--- src/hw/rtl/tepd_pkg.sv ---
// Shared types and constants for the touch event point decoder.
package tepd_pkg;

    localparam int IN_DATA_W  = 24;
    localparam int OUT_DATA_W = 64;
    localparam int CFG_IDX_W  = 3;
    localparam int CFG_DATA_W = 24;
    localparam int AXIS_W     = 17;
    localparam int DIFF_W     = 18;
    localparam int SIZE_W     = 14;
    localparam int PROD_W     = 32;
    localparam int NUM_W      = 31;
    localparam int COORD_W    = 16;
    localparam int SLOT_NUM_W = 4;
    localparam int COLOR_W    = 24;
    localparam int CODE_W     = 6;

    localparam logic [CODE_W-1:0] CODE_X      = 6'd0;
    localparam logic [CODE_W-1:0] CODE_Y      = 6'd1;
    localparam logic [CODE_W-1:0] CODE_SLOT   = 6'd47;
    localparam logic [CODE_W-1:0] CODE_SLOT_X = 6'd53;
    localparam logic [CODE_W-1:0] CODE_SLOT_Y = 6'd54;

    localparam logic [CFG_IDX_W-1:0] CFG_X_MIN     = 3'd0;
    localparam logic [CFG_IDX_W-1:0] CFG_X_MAX     = 3'd1;
    localparam logic [CFG_IDX_W-1:0] CFG_Y_MIN     = 3'd2;
    localparam logic [CFG_IDX_W-1:0] CFG_Y_MAX     = 3'd3;
    localparam logic [CFG_IDX_W-1:0] CFG_WIDTH     = 3'd4;
    localparam logic [CFG_IDX_W-1:0] CFG_HEIGHT    = 3'd5;
    localparam logic [CFG_IDX_W-1:0] CFG_MULTI     = 3'd6;
    localparam logic [CFG_IDX_W-1:0] CFG_PEN_COLOR = 3'd7;

    localparam logic signed [AXIS_W-1:0] RST_AXIS_MIN = 17'sd0;
    localparam logic signed [AXIS_W-1:0] RST_AXIS_MAX = 17'sd4095;
    localparam logic [SIZE_W-1:0]        RST_WIDTH    = 14'd1024;
    localparam logic [SIZE_W-1:0]        RST_HEIGHT   = 14'd768;
    localparam logic [COLOR_W-1:0]       RST_COLOR    = 24'hFFFFFF;

    localparam logic [COORD_W-1:0] EVEN_MASK = 16'hFFFE;

    typedef enum logic [2:0] {
        ST_IDLE,
        ST_SCALE,
        ST_SLOT_WR,
        ST_SYNC_SINGLE,
        ST_SYNC_SCAN,
        ST_SYNC_DATA
    } top_state_t;

    typedef enum logic [1:0] {
        SC_IDLE,
        SC_MUL,
        SC_DIV,
        SC_DONE
    } scale_state_t;

endpackage

--- src/hw/rtl/tepd_ram.sv ---
// Generic single-write, single-read RAM with registered read data.
module tepd_ram #(
    parameter int WIDTH = 32,
    parameter int DEPTH = 10
) (
    input  logic                                    clk,
    input  logic                                    we,
    input  logic [((DEPTH > 1) ? $clog2(DEPTH) : 1)-1:0] waddr,
    input  logic [WIDTH-1:0]                        wdata,
    input  logic                                    re,
    input  logic [((DEPTH > 1) ? $clog2(DEPTH) : 1)-1:0] raddr,
    output logic [WIDTH-1:0]                        rdata
);

    logic [WIDTH-1:0] mem [DEPTH];
    logic [WIDTH-1:0] rdata_reg;

    always_ff @(posedge clk)
    begin
        if (we)
        begin
            mem[waddr] <= wdata;
        end
        if (re)
        begin
            rdata_reg <= mem[raddr];
        end
    end

    assign rdata = rdata_reg;

endmodule

--- src/hw/rtl/tepd_scale.sv ---
// Axis scaler: (value - lo) * size / (hi - lo), bit-serial signed divide.
module tepd_scale import tepd_pkg::*; (
    input  logic                     clk,
    input  logic                     rst_n,
    input  logic                     start,
    input  logic signed [AXIS_W-1:0] value,
    input  logic signed [AXIS_W-1:0] lo,
    input  logic signed [AXIS_W-1:0] hi,
    input  logic [SIZE_W-1:0]        size,
    output logic                     done,
    output logic [COORD_W-1:0]       result
);

    scale_state_t state_reg, state_next;

    logic signed [DIFF_W-1:0] diff_reg;
    logic signed [DIFF_W-1:0] rng_reg;
    logic [SIZE_W-1:0]        size_reg;
    logic [NUM_W-1:0]         num_reg;
    logic [AXIS_W-1:0]        den_reg;
    logic [AXIS_W-1:0]        rem_reg;
    logic                     neg_reg;
    logic [4:0]               cnt_reg;

    logic signed [PROD_W-1:0] prod;
    logic [PROD_W-1:0]        prod_mag;
    logic [DIFF_W-1:0]        rng_mag;
    logic                     rng_zero;
    logic [AXIS_W:0]          rem_sh;
    logic                     ge;
    logic [AXIS_W-1:0]        rem_next;

    assign prod     = PROD_W'(diff_reg) * PROD_W'($signed({1'b0, size_reg}));
    assign prod_mag = prod[PROD_W-1] ? PROD_W'(-prod) : PROD_W'(prod);
    assign rng_mag  = rng_reg[DIFF_W-1] ? DIFF_W'(-rng_reg) : DIFF_W'(rng_reg);
    assign rng_zero = (rng_reg == '0);

    assign rem_sh   = {rem_reg, num_reg[NUM_W-1]};
    assign ge       = (rem_sh >= {1'b0, den_reg});
    assign rem_next = ge ? AXIS_W'(rem_sh - {1'b0, den_reg}) : rem_sh[AXIS_W-1:0];

    always_comb
    begin
        state_next = state_reg;
        case (state_reg)
            SC_IDLE: if (start) state_next = SC_MUL;
            SC_MUL:  state_next = rng_zero ? SC_DONE : SC_DIV;
            SC_DIV:  if (cnt_reg == 5'(NUM_W - 1)) state_next = SC_DONE;
            SC_DONE: state_next = SC_IDLE;
            default: state_next = SC_IDLE;
        endcase
    end

    always_comb
    begin
        done   = (state_reg == SC_DONE);
        result = neg_reg ? COORD_W'(16'd0 - num_reg[COORD_W-1:0]) : num_reg[COORD_W-1:0];
    end

    always_ff @(posedge clk or negedge rst_n)
    begin
        if (!rst_n)
        begin
            state_reg <= SC_IDLE;
            cnt_reg   <= '0;
        end
        else
        begin
            state_reg <= state_next;
            if (state_reg == SC_MUL)
            begin
                cnt_reg <= '0;
            end
            else if (state_reg == SC_DIV)
            begin
                cnt_reg <= cnt_reg + 5'd1;
            end
        end
    end

    always_ff @(posedge clk)
    begin
        case (state_reg)
            SC_IDLE:
            begin
                if (start)
                begin
                    diff_reg <= DIFF_W'(value) - DIFF_W'(lo);
                    rng_reg  <= DIFF_W'(hi) - DIFF_W'(lo);
                    size_reg <= size;
                end
            end
            SC_MUL:
            begin
                num_reg <= rng_zero ? '0 : prod_mag[NUM_W-1:0];
                den_reg <= rng_mag[AXIS_W-1:0];
                neg_reg <= rng_zero ? 1'b0 : (prod[PROD_W-1] ^ rng_reg[DIFF_W-1]);
                rem_reg <= '0;
            end
            SC_DIV:
            begin
                rem_reg <= rem_next;
                num_reg <= {num_reg[NUM_W-2:0], ge};
            end
            default:
            begin
            end
        endcase
    end

endmodule

--- src/hw/rtl/touch_event_point_decoder.sv ---
// Top level of the touch event point decoder.
//
// Input stream (s_axis): one touch event per request. tuser is the event
// kind (0 frame sync, 1 absolute axis report); tdata carries the axis code
// and the signed raw value. Configuration is a plain write port (cfg_we,
// cfg_index, cfg_data); the user writes it only while the block is idle (not enforced).
// Output stream (m_axis): one screen point per request, coordinates rounded
// down to even, tuser set for slot points, tlast on the final point of a sync.
// Events are handled one at a time. An X or Y report goes through a
// multiply step and a restoring divide in the scaler; slot X/Y reports
// add a read-modify-write of the slot RAM. Slot select and ignored
// reports finish in the idle state. A sync passes the single-point state,
// then takes a data step per updated slot and a scan step per skipped slot
// below the highest updated one. Points leave through an output register;
// the block keeps taking events while the last point of a sync waits
// there. A stalled receiver holds the sync walk until the register frees.
// Reset restores the register defaults and clears all touch state; slot RAM
// entries read as zero until first written (one valid bit per slot).
module touch_event_point_decoder import tepd_pkg::*; #(
    parameter int SLOT_COUNT = 10
) (
    input  logic                   clk,
    input  logic                   rst_n,
    input  logic                   s_axis_tvalid,
    output logic                   s_axis_tready,
    input  logic [IN_DATA_W-1:0]   s_axis_tdata,   // axis_code[5:0], event_value[22:6]
    input  logic [0:0]             s_axis_tuser,   // func[0]
    output logic                   m_axis_tvalid,
    input  logic                   m_axis_tready,
    output logic [OUT_DATA_W-1:0]  m_axis_tdata,   // point_x, point_y, slot_number, point_color
    output logic [0:0]             m_axis_tuser,   // from_slot[0]
    output logic                   m_axis_tlast,
    input  logic                   cfg_we,
    input  logic [CFG_IDX_W-1:0]   cfg_index,
    input  logic [CFG_DATA_W-1:0]  cfg_data
);

    localparam int SLOT_W = (SLOT_COUNT > 1) ? $clog2(SLOT_COUNT) : 1;
    localparam int RAM_W  = 2 * COORD_W;

    top_state_t state_reg, state_next;

    logic signed [AXIS_W-1:0] x_min_reg, x_max_reg, y_min_reg, y_max_reg;
    logic [SIZE_W-1:0]        width_reg, height_reg;
    logic                     multi_reg;
    logic [COLOR_W-1:0]       pen_reg;

    logic [COORD_W-1:0]       single_x_reg, single_y_reg;
    logic                     single_pending_reg;
    logic                     sel_valid_reg;
    logic [SLOT_W-1:0]        sel_reg;
    logic [SLOT_COUNT-1:0]    mask_reg;
    logic [SLOT_COUNT-1:0]    valid_reg;
    logic [SLOT_W-1:0]        scan_idx_reg;
    logic                     is_y_reg;
    logic                     is_slot_reg;
    logic [COORD_W-1:0]       res_reg;
    logic                     rd_valid_reg;

    logic                     m_valid_reg;
    logic [COORD_W-1:0]       out_x_reg, out_y_reg;
    logic                     out_from_reg;
    logic [SLOT_NUM_W-1:0]    out_slot_reg;
    logic [COLOR_W-1:0]       out_color_reg;
    logic                     out_last_reg;

    logic                     in_accept;
    logic                     in_func;
    logic [CODE_W-1:0]        in_code;
    logic signed [AXIS_W-1:0] in_value;
    logic                     in_is_y;
    logic                     in_is_single;
    logic                     in_is_slot_axis;
    logic                     in_scale;
    logic                     sel_in_range;

    logic                     out_free;
    logic                     single_need;
    logic [SLOT_COUNT-1:0]    scan_bit;
    logic                     slot_last;
    logic                     scale_start;
    logic                     scale_done;
    logic [COORD_W-1:0]       scale_result;
    logic                     ram_we;
    logic                     ram_re;
    logic [SLOT_W-1:0]        ram_raddr;
    logic [RAM_W-1:0]         ram_wdata;
    logic [RAM_W-1:0]         ram_rdata;
    logic [RAM_W-1:0]         ram_old;
    logic                     out_load_single;
    logic                     out_load_slot;
    logic                     sync_done;

    assign in_accept       = s_axis_tvalid & s_axis_tready;
    assign in_func         = s_axis_tuser[0];
    assign in_code         = s_axis_tdata[CODE_W-1:0];
    assign in_value        = $signed(s_axis_tdata[CODE_W+AXIS_W-1:CODE_W]);
    assign in_is_y         = (in_code == CODE_Y) || (in_code == CODE_SLOT_Y);
    assign in_is_single    = (in_code == CODE_X) || (in_code == CODE_Y);
    assign in_is_slot_axis = (in_code == CODE_SLOT_X) || (in_code == CODE_SLOT_Y);
    assign in_scale        = in_is_single || (in_is_slot_axis && multi_reg && sel_valid_reg);
    assign sel_in_range    = !in_value[AXIS_W-1]
                             && (in_value[COORD_W-1:0] < COORD_W'(SLOT_COUNT));

    assign out_free    = !m_valid_reg || m_axis_tready;
    assign single_need = single_pending_reg && ((mask_reg == '0) || !multi_reg);
    assign scan_bit    = SLOT_COUNT'(1) << scan_idx_reg;
    assign slot_last   = ((mask_reg & ~scan_bit) == '0);
    assign ram_old     = rd_valid_reg ? ram_rdata : '0;
    assign ram_wdata   = is_y_reg ? {res_reg, ram_old[COORD_W-1:0]}
                                  : {ram_old[RAM_W-1:COORD_W], res_reg};

    tepd_scale u_scale (
        .clk    (clk),
        .rst_n  (rst_n),
        .start  (scale_start),
        .value  (in_value),
        .lo     (in_is_y ? y_min_reg : x_min_reg),
        .hi     (in_is_y ? y_max_reg : x_max_reg),
        .size   (in_is_y ? height_reg : width_reg),
        .done   (scale_done),
        .result (scale_result)
    );

    tepd_ram #(
        .WIDTH (RAM_W),
        .DEPTH (SLOT_COUNT)
    ) u_slot_ram (
        .clk   (clk),
        .we    (ram_we),
        .waddr (sel_reg),
        .wdata (ram_wdata),
        .re    (ram_re),
        .raddr (ram_raddr),
        .rdata (ram_rdata)
    );

    always_comb
    begin
        state_next = state_reg;
        case (state_reg)
            ST_IDLE:
            begin
                if (in_accept)
                begin
                    if (!in_func)
                    begin
                        state_next = ST_SYNC_SINGLE;
                    end
                    else if (in_scale)
                    begin
                        state_next = ST_SCALE;
                    end
                end
            end
            ST_SCALE:
            begin
                if (scale_done)
                begin
                    state_next = is_slot_reg ? ST_SLOT_WR : ST_IDLE;
                end
            end
            ST_SLOT_WR:
            begin
                state_next = ST_IDLE;
            end
            ST_SYNC_SINGLE:
            begin
                if (!single_need || out_free)
                begin
                    state_next = ST_SYNC_SCAN;
                end
            end
            ST_SYNC_SCAN:
            begin
                if (mask_reg == '0)
                begin
                    state_next = ST_IDLE;
                end
                else if (mask_reg[scan_idx_reg])
                begin
                    state_next = ST_SYNC_DATA;
                end
            end
            ST_SYNC_DATA:
            begin
                if (out_free)
                begin
                    state_next = ST_SYNC_SCAN;
                end
            end
            default:
            begin
                state_next = ST_IDLE;
            end
        endcase
    end

    always_comb
    begin
        s_axis_tready   = (state_reg == ST_IDLE);
        scale_start     = (state_reg == ST_IDLE) && in_accept && in_func && in_scale;
        ram_re          = ((state_reg == ST_SCALE) && scale_done && is_slot_reg)
                          || ((state_reg == ST_SYNC_SCAN) && mask_reg[scan_idx_reg]);
        ram_raddr       = (state_reg == ST_SYNC_SCAN) ? scan_idx_reg : sel_reg;
        ram_we          = (state_reg == ST_SLOT_WR);
        out_load_single = (state_reg == ST_SYNC_SINGLE) && single_need && out_free;
        out_load_slot   = (state_reg == ST_SYNC_DATA) && out_free;
        sync_done       = (state_reg == ST_SYNC_SCAN) && (mask_reg == '0);
    end

    always_ff @(posedge clk or negedge rst_n)
    begin
        if (!rst_n)
        begin
            state_reg          <= ST_IDLE;
            x_min_reg          <= RST_AXIS_MIN;
            x_max_reg          <= RST_AXIS_MAX;
            y_min_reg          <= RST_AXIS_MIN;
            y_max_reg          <= RST_AXIS_MAX;
            width_reg          <= RST_WIDTH;
            height_reg         <= RST_HEIGHT;
            multi_reg          <= 1'b0;
            pen_reg            <= RST_COLOR;
            single_x_reg       <= '0;
            single_y_reg       <= '0;
            single_pending_reg <= 1'b0;
            sel_valid_reg      <= 1'b0;
            sel_reg            <= '0;
            mask_reg           <= '0;
            valid_reg          <= '0;
            scan_idx_reg       <= '0;
            m_valid_reg        <= 1'b0;
        end
        else
        begin
            state_reg <= state_next;

            if (cfg_we)
            begin
                case (cfg_index)
                    CFG_X_MIN:     x_min_reg  <= $signed(cfg_data[AXIS_W-1:0]);
                    CFG_X_MAX:     x_max_reg  <= $signed(cfg_data[AXIS_W-1:0]);
                    CFG_Y_MIN:     y_min_reg  <= $signed(cfg_data[AXIS_W-1:0]);
                    CFG_Y_MAX:     y_max_reg  <= $signed(cfg_data[AXIS_W-1:0]);
                    CFG_WIDTH:     width_reg  <= cfg_data[SIZE_W-1:0];
                    CFG_HEIGHT:    height_reg <= cfg_data[SIZE_W-1:0];
                    CFG_MULTI:     multi_reg  <= cfg_data[0];
                    CFG_PEN_COLOR: pen_reg    <= cfg_data[COLOR_W-1:0];
                    default:
                    begin
                    end
                endcase
            end

            if ((state_reg == ST_IDLE) && in_accept)
            begin
                scan_idx_reg <= '0;
                if (in_func && (in_code == CODE_SLOT))
                begin
                    sel_valid_reg <= sel_in_range;
                    if (sel_in_range)
                    begin
                        sel_reg <= in_value[SLOT_W-1:0];
                    end
                end
            end

            if ((state_reg == ST_SCALE) && scale_done && !is_slot_reg)
            begin
                single_pending_reg <= 1'b1;
                if (is_y_reg)
                begin
                    single_y_reg <= scale_result;
                end
                else
                begin
                    single_x_reg <= scale_result;
                end
            end

            if (ram_we)
            begin
                mask_reg[sel_reg]  <= 1'b1;
                valid_reg[sel_reg] <= 1'b1;
            end

            if (out_load_slot)
            begin
                mask_reg     <= mask_reg & ~scan_bit;
                scan_idx_reg <= scan_idx_reg + SLOT_W'(1);
            end
            else if ((state_reg == ST_SYNC_SCAN) && !mask_reg[scan_idx_reg])
            begin
                scan_idx_reg <= scan_idx_reg + SLOT_W'(1);
            end

            if (sync_done)
            begin
                single_pending_reg <= 1'b0;
                sel_valid_reg      <= 1'b0;
                mask_reg           <= '0;
            end

            if (out_load_single || out_load_slot)
            begin
                m_valid_reg <= 1'b1;
            end
            else if (m_axis_tready)
            begin
                m_valid_reg <= 1'b0;
            end
        end
    end

    always_ff @(posedge clk)
    begin
        if ((state_reg == ST_IDLE) && in_accept)
        begin
            is_y_reg    <= in_is_y;
            is_slot_reg <= in_is_slot_axis;
        end
        if (scale_done)
        begin
            res_reg <= scale_result;
        end
        if (ram_re)
        begin
            rd_valid_reg <= valid_reg[ram_raddr];
        end
        if (out_load_single)
        begin
            out_x_reg     <= single_x_reg & EVEN_MASK;
            out_y_reg     <= single_y_reg & EVEN_MASK;
            out_from_reg  <= 1'b0;
            out_slot_reg  <= '0;
            out_color_reg <= pen_reg;
            out_last_reg  <= (mask_reg == '0);
        end
        else if (out_load_slot)
        begin
            out_x_reg     <= ram_old[COORD_W-1:0] & EVEN_MASK;
            out_y_reg     <= ram_old[RAM_W-1:COORD_W] & EVEN_MASK;
            out_from_reg  <= 1'b1;
            out_slot_reg  <= SLOT_NUM_W'(scan_idx_reg);
            out_color_reg <= pen_reg;
            out_last_reg  <= slot_last;
        end
    end

    assign m_axis_tvalid = m_valid_reg;
    assign m_axis_tdata  = {4'd0, out_color_reg, out_slot_reg, out_y_reg, out_x_reg};
    assign m_axis_tuser  = out_from_reg;
    assign m_axis_tlast  = out_last_reg;

`ifndef SYNTHESIS
    a_load_when_free: assert property (@(posedge clk) disable iff (!rst_n)
        (out_load_single || out_load_slot) |-> (!m_valid_reg || m_axis_tready))
        else $error("point loaded over an unaccepted point");

    a_ram_one_access: assert property (@(posedge clk) disable iff (!rst_n)
        !(ram_we && ram_re))
        else $error("slot RAM read and written in the same cycle");

    a_mask_has_valid: assert property (@(posedge clk) disable iff (!rst_n)
        (mask_reg & ~valid_reg) == '0)
        else $error("updated slot without a written entry");

    a_sync_clears: assert property (@(posedge clk) disable iff (!rst_n)
        sync_done |=> (state_reg == ST_IDLE && !single_pending_reg && !sel_valid_reg))
        else $error("sync did not clear pending state");
`endif

endmodule

--- config.mk ---
export PLATFORM = sky130hd
export DESIGN_NAME = touch_event_point_decoder
export DESIGN_NICKNAME = d
export VERILOG_FILES = /design/src/hw/rtl/tepd_pkg.sv /design/src/hw/rtl/tepd_ram.sv /design/src/hw/rtl/tepd_scale.sv /design/src/hw/rtl/touch_event_point_decoder.sv
export SDC_FILE = /design/constraint.sdc
export NUM_CORES = 2
export LEC_CHECK = 0
export ABC_AREA = 1
export BUFFER_PORTS_ARGS = -buffer_cell sky130_fd_sc_hd__buf_4
export CORE_UTILIZATION = 57
export DETAILED_ROUTE_END_ITERATION = 7
export PLACE_DENSITY = 0.77
export SYNTH_ARGS = -nofsm -noshare
export SYNTH_HDL_FRONTEND = slang
export SYNTH_SLANG_ARGS = --single-unit
--- constraint.sdc ---
create_clock -name clk -period 7.2 [get_ports clk]
set_clock_uncertainty 0.15 [all_clocks]
set_input_delay 0.72 -clock clk [delete_from_list [all_inputs] [get_ports clk]]
set_output_delay 0.72 -clock clk [all_outputs]
set_load 0.05 [all_outputs]
; ---- After elaboration in Yosys (flattened, before gate mapping)
; Memories as Yosys holds them, arrays and structs flattened. A register that Yosys moved wholly into a read port is not among the register bits.
; Index checks and enable logic that the tools add are counted.
[word_totals]
mem_count = 1
input_bits = 57
ram_bits = 320
reg_bits = 389
word_cells = 210
[op_classes]
n_mux = 58
shifts = 1
multipliers = 1
bitwise = 7
reduce_logical = 63
add_sub_neg = 8
eq_ne = 28
n_lt_le_gt_ge = 6
[memory_table]
columns = memory, depth, width, read_ports, rd_clocked_by_memory_dff, wr, line_no
row1 = u_slot_ram.mem, 10, 32, 1, 1, 1, tepd_ram.sv:15  ; logic [WIDTH-1:0] mem [DEPTH];
[op_table]
columns = operator, count
row1 = $mux 16, 5
row2 = $mux 17, 4
row3 = $mux 32, 2
row4 = $mux 31, 2
row5 = $pmux 31 s2, 1
row6 = $mux 24, 2
row7 = $sub 17x17->18, 2
row8 = $pmux 17 s2, 1
row9 = $mul 18x15->32, 1
row10 = $neg 31->31, 1
row11 = $mux 10, 3
row12 = $reduce_and 2->1, 13
row13 = $mux 3, 8
row14 = $logic_not 10->1, 2
row15 = $or 10x10->10, 2
row16 = $eq 3x3->1 const B, 6
row17 = $eq 6x6->1 const B, 3
row18 = $ge 18x17->1, 1
row19 = $logic_and 1x1->1, 18
row20 = $logic_not 18->1, 1
row21 = $neg 17->17, 1
row22 = $sub 17x17->17, 1
row23 = $lt 16x4->1 const B, 1
row24 = $mux 4, 4
row25 = 38 further kinds, 87

; ---- Longest topological paths before layout
[depth]
depth_word = 9
depth_mapped = 37
depth_no_buf = 35

; ---- Cells and area by module
; Synthesis repeated with hierarchy kept, for this count alone.
[hier_totals]
cells_unflattened = 5018
area_unflattened_um2 = 45278.4
[modules_own_cells]
columns = mod, seq_area_each_um2, area_each_um2, n_inst, cells_each
row1 = tepd_scale, 3658.5, 19154.6, 1, 2557
row2 = tepd_ram, 10570.1, 14431.3, 1, 1270
row3 = touch_event_point_decoder, 7015.5, 11692.5, 1, 1191

; ---- Worst setup path before layout
; OpenSTA, ideal clock, no wires.
[synth_path]
kind = flip-flop to flip-flop
from = reg u_scale.size_reg[1]
to = reg u_scale.num_reg[24] (data pin)
arrival_time_ns = 6.379
path_buffers = 3
t_required_ns = 6.792
period_less_slack_ns = 6.787
slack_ns = 0.413
setup_time_ns = 0.258
path_stages_with_launch = 24
path_cell_list = edfxtp_1 -> clkbuf_1 -> clkbuf_1 -> nand2_1 -> fa_1 -> fa_1 -> inv_1 -> fa_1 -> fa_1 -> fa_1 -> inv_1 -> fa_1 -> inv_1 -> ha_1 -> nand2_1 -> nor2_1 -> inv_1 -> nor4_1 -> a21oi_2 -> xor2_1 -> buf_4 -> nand2_2 -> xor2_1 -> o21ai_2
[synth_via]
elab_chain_cells = 5
[synth_lines]
columns = element, line_no
row1 = from (decl), tepd_scale.sv:18  ; logic [SIZE_W-1:0] size_reg;
row2 = from (signal assigned), tepd_scale.sv:90  ; size_reg <= size;
row3 = $mul 18x15->32 (*), tepd_scale.sv:33  ; assign prod = PROD_W'(diff_reg) * PROD_W'($signed({1'b0, size_reg}));
row4 = $neg 31->31, tepd_scale.sv:34  ; assign prod_mag = prod[PROD_W-1] ? PROD_W'(-prod) : PROD_W'(prod);
row5 = $mux 31 (*), tepd_scale.sv:34
row6 = $mux 31 (*), tepd_scale.sv:95  ; num_reg <= rng_zero ? '0 : prod_mag[NUM_W-1:0];
row7 = $pmux 31 s2 (*), tepd_scale.sv:83  ; case (state_reg)
row8 = to (signal assigned), tepd_scale.sv:95
row9 = to (signal assigned), tepd_scale.sv:103  ; num_reg <= {num_reg[NUM_W-2:0], ge};
row10 = to (decl), tepd_scale.sv:19  ; logic [NUM_W-1:0] num_reg;
; Mark *: on every way between the ends. The rest lies on a longest branch, timed or not.
; A chain may end at the register's enable or synchronous reset.

; ---- Worst setup path after layout
[layout_path]
from = reg u_scale.size_reg[3]
to = reg u_scale.num_reg[24] (data pin)
; Same word-level chain as after synthesis.

==> impl_metrics.env <==
export IMPL_mappedNetlistArea_sq_mm=0.0426
export IMPL_worstPathArrival_ns=7.14
export IMPL_synth_top_family_by_area="adder cells"
export IMPL_crit_path_start="u_scale.size_reg[3]"
export IMPL_hp_class="primary input to flip-flop"
export IMPL_power_density_mw_per_mm2=291
export IMPL_cp_required_ns=7.41
export IMPL_p_sw_uw=4760
export IMPL_routed_wl_microns=103000
export IMPL_min_from="cfg_data[19]"
export IMPL_placed_cells=5411
export IMPL_startpoint_type="flip-flop"
export IMPL_seqPwrFrac=0.426
export IMPL_end_kind="flip-flop"
export IMPL_ys_flop_type="edfxtp_1"
export IMPL_grt_max_degree=97
export IMPL_worst_r2r_path_depth=27
export IMPL_maxCapViolCount=0
export IMPL_vdd_drop_max_v=0.000210
export IMPL_cp_buffers_inverters=6
export IMPL_antenna_found_initial=2
export IMPL_grt_overflow=0
export IMPL_coreArea_sq_mm=0.0735
export IMPL_critical_path_class="flip-flop to flip-flop"
export IMPL_setup_viol=0
export IMPL_antenna_left=0
export IMPL_cp_max_fo=7
export IMPL_dr_pass1_iters=5
export IMPL_grt_pass1_vias=31300
export IMPL_place_congestion=0.927
export IMPL_min_period_ns=6.93
export IMPL_fmax_mhz=144
export IMPL_postSynth_asyncResetShare=0.268
export IMPL_run_status="complete, no violations"
export IMPL_internal_power_uw=9090
export IMPL_synth_simple_area_share=0.141
export IMPL_path_clk_slew_ns=0.06
export IMPL_ys_seq_area_frac=0.483
export IMPL_wire_per_inst_microns=18.5
export IMPL_synth_compound_area_share=0.0940
export IMPL_hold_viol_final=0
export IMPL_largest_register_ffs=300
export IMPL_dr_total_vias=31300
export IMPL_numPortBuffers=117
export IMPL_path_delay_family="adder cells"
export IMPL_synthToLayoutAreaGrowth_pct=11.7
export IMPL_r2r_start="u_scale.size_reg[3]"
export IMPL_rows=99
export IMPL_io_pins=125
export IMPL_first_iter_violations=2930
export IMPL_post_synth_inst_count=4433
export IMPL_cp_slowest_cell="edfxtp_1"
export IMPL_whs_path_depth=2
export IMPL_synthMuxAreaShare=0.0212
export IMPL_tightest_slew_ns=1.21
export IMPL_finalCritPeriodShare=0.962
export IMPL_synth_edff_count=519
export IMPL_relSlewSlack=0.187
export IMPL_die_w_microns=275
export IMPL_nets=5002
export IMPL_clock_root_buffer="clkbuf_16"
export IMPL_cts_tree="yes"
export IMPL_layout_drive_gt1_share=0.113
export IMPL_h_tree_depth=3
export IMPL_combinationalPowerShare=0.286
export IMPL_via_per_inst=5.61
export IMPL_p_sw_frac=0.344
export IMPL_p_leak_uw=0.0218
export IMPL_final_cells=5584
export IMPL_grt_pass1_wl_microns=163000
export IMPL_fill_cells=5674
export IMPL_drcViolationCount=0
export IMPL_die_area_sq_mm=0.0758
export IMPL_worstSkewPairLatency_ns=0.66
export IMPL_ys_ff_latch=716
export IMPL_yosysUniqueCellTypes=59
export IMPL_cts_buffer_depth=3
export IMPL_track_usage=0.276
export IMPL_synth_warnings=0
export IMPL_clkPwrFrac=0.287
export IMPL_synth_fa_ha_area_frac=0.155
export IMPL_critical_path_max_stage_delay_ns=0.56
export IMPL_crit_cells=27
export IMPL_n_antenna_cell=0
export IMPL_hpwl_microns=70700
export IMPL_start_util=0.580
export IMPL_synth_xor_area_share=0.0220
export IMPL_cts_sinks=716
export IMPL_die_y_microns=275
export IMPL_syn_area_per_cell_sq_um=9.60
export IMPL_setup_tns_ns=0
export IMPL_slew_viol_final=0
export IMPL_cts_buffers=76
-- through the flow --
step	area [sq um]	setup slack [ns]	utilization	total power (uW)	hold slack [ns]
after global routing	47500	-0.0139	0.647	14500	0.161
after detailed placement	44600	0.259	0.608	9860	0.295
after CTS	47200	0.219	0.643	13900	0.142
after floorplan	42600	0.413	-	8650	0.274
final	47500	0.270	0.647	13900	0.177
after global placement	44600	0.364	0.608	9740	0.288
-- cell usage after synthesis (8+ instances only) --
cell      count  area (sq um)
xor2_1       82           718
buf_2        10          50.1
o22ai_1      28           175
ha_1        143          1790
inv_2         9          33.8
clkbuf_1    142           533
mux2_2       66           743
nand2_1     894          3360
nor2_1      374          1400
o221ai_1     46           403
or2_2        11          68.8
edfxtp_1    519         15600
xnor2_1      23           201
nand4_1      43           269
buf_4         9          67.6
nand3_1     108           541
dfrtp_1     141          3530
mux2i_1      16           160
o211ai_1     20           150
o21ai_1      16          80.1
inv_1       740          2780
dfstp_2      51          1340
o21ai_0     412          2060
nor4_1       11          68.8
buf_1        10          37.5
a21oi_1     170           851
nor3_1       20           100
fa_1        241          4820
clkinv_1      8          30.0
-- timing repair --
action                                  4_1_cts  5_1_grt
gates resized for setup                       0        3
hold buffers                                  1        0
endpoints found under the setup margin        0       16
endpoints found under the hold margin        42        0
buffers inserted                              0       30
-- cells by family after synthesis --
kind of cell | count (synthesis)
AO/OA/AOI/OAI | 727
flip-flops | 716
AND/OR/NAND/NOR | 1488
multiplexers | 82
XOR/XNOR | 106
other | 1
adder cells (fa/ha/maj) | 384
buffers and inverters | 929
-- final cells by class --
cell class	instances	area, sq um	share of cell area
clock buffer	93	1990	0.0418
timing repair buffer	217	1730	0.0363
clock inverter	49	598	0.0126
inverter	757	2840	0.0598
tap	959	1200	0.0252
multi-input combinational	2793	18600	0.392
sequential	716	20600	0.432
-- worst register-to-register path: stages (launching register included) --
cell      delay, ns
edfxtp_1       0.56
buf_4          0.25
nand2_1        0.06
inv_1          0.05
fa_1           0.49
inv_1          0.06
fa_1           0.52
inv_1          0.05
fa_1           0.52
fa_1           0.45
fa_1           0.56
inv_1          0.06
fa_1           0.53
inv_1          0.05
ha_1           0.38
nand2_1        0.14
nor2_1         0.29
nand2_1        0.09
nand3b_1       0.21
nand3_1        0.14
nand2_1        0.06
nand2_1        0.18
nand2_1        0.09
nor2_1         0.17
nand4_1        0.16
nand2_2        0.15
xor2_1         0.18
o21ai_2        0.06
-- placed cells by master, fill, tap and decap left out, types with 46 or more instances in the layout --
| cell type | Yosys | layout |
|---|---|---|
| a21oi_1 | 170 | 170 |
| o21ai_0 | 412 | 411 |
| clkbuf_16 | 0 | 76 |
| edfxtp_1 | 519 | 519 |
| xor2_1 | 82 | 81 |
| inv_1 | 740 | 740 |
| fa_1 | 241 | 239 |
| mux2_2 | 66 | 66 |
| ha_1 | 143 | 142 |
| nand3_1 | 108 | 107 |
| nor2_1 | 374 | 362 |
| nand2_1 | 894 | 892 |
| buf_4 | 9 | 208 |
| dfrtp_1 | 141 | 141 |
| dfstp_2 | 51 | 51 |
| o221ai_1 | 46 | 46 |
-- per-layer routing --
layer / share of wire / track usage / up-vias / wire length [microns]
met5: 0.00014 / 0 / - / 14
met4: 0.033 / 0.0961 / 2 / 3390
met1: 0.42 / 0.372 / 15100 / 42900
li1: - / - / 14700 / -
met3: 0.080 / 0.0458 / 193 / 8290
met2: 0.47 / 0.455 / 1337 / 48500
-- power by group through the flow --
stage | logic (uW) | clock network, uW | registers (uW)
after floorplan | 2560 | 0 | 6090
after global placement | 3790 | 0 | 5950
after detailed placement | 3890 | 0 | 5970
after CTS | 3930 | 4030 | 5900
after global routing | 4390 | 4190 | 5960
final | 3960 | 3980 | 5910
-- worst paths after layout --
kind                                             to  slack (ns)
worst min register to register         valid_reg[1]        0.31
worst min-delay path                    pen_reg[19]        0.18
min in group asynchronous              valid_reg[3]        0.49
worst max-delay path            u_scale.num_reg[24]        0.27
max in group asynchronous             height_reg[7]        5.12
worst max register to register  u_scale.num_reg[24]        0.27
No activity file was read; power rests on OpenSTA's default activity.
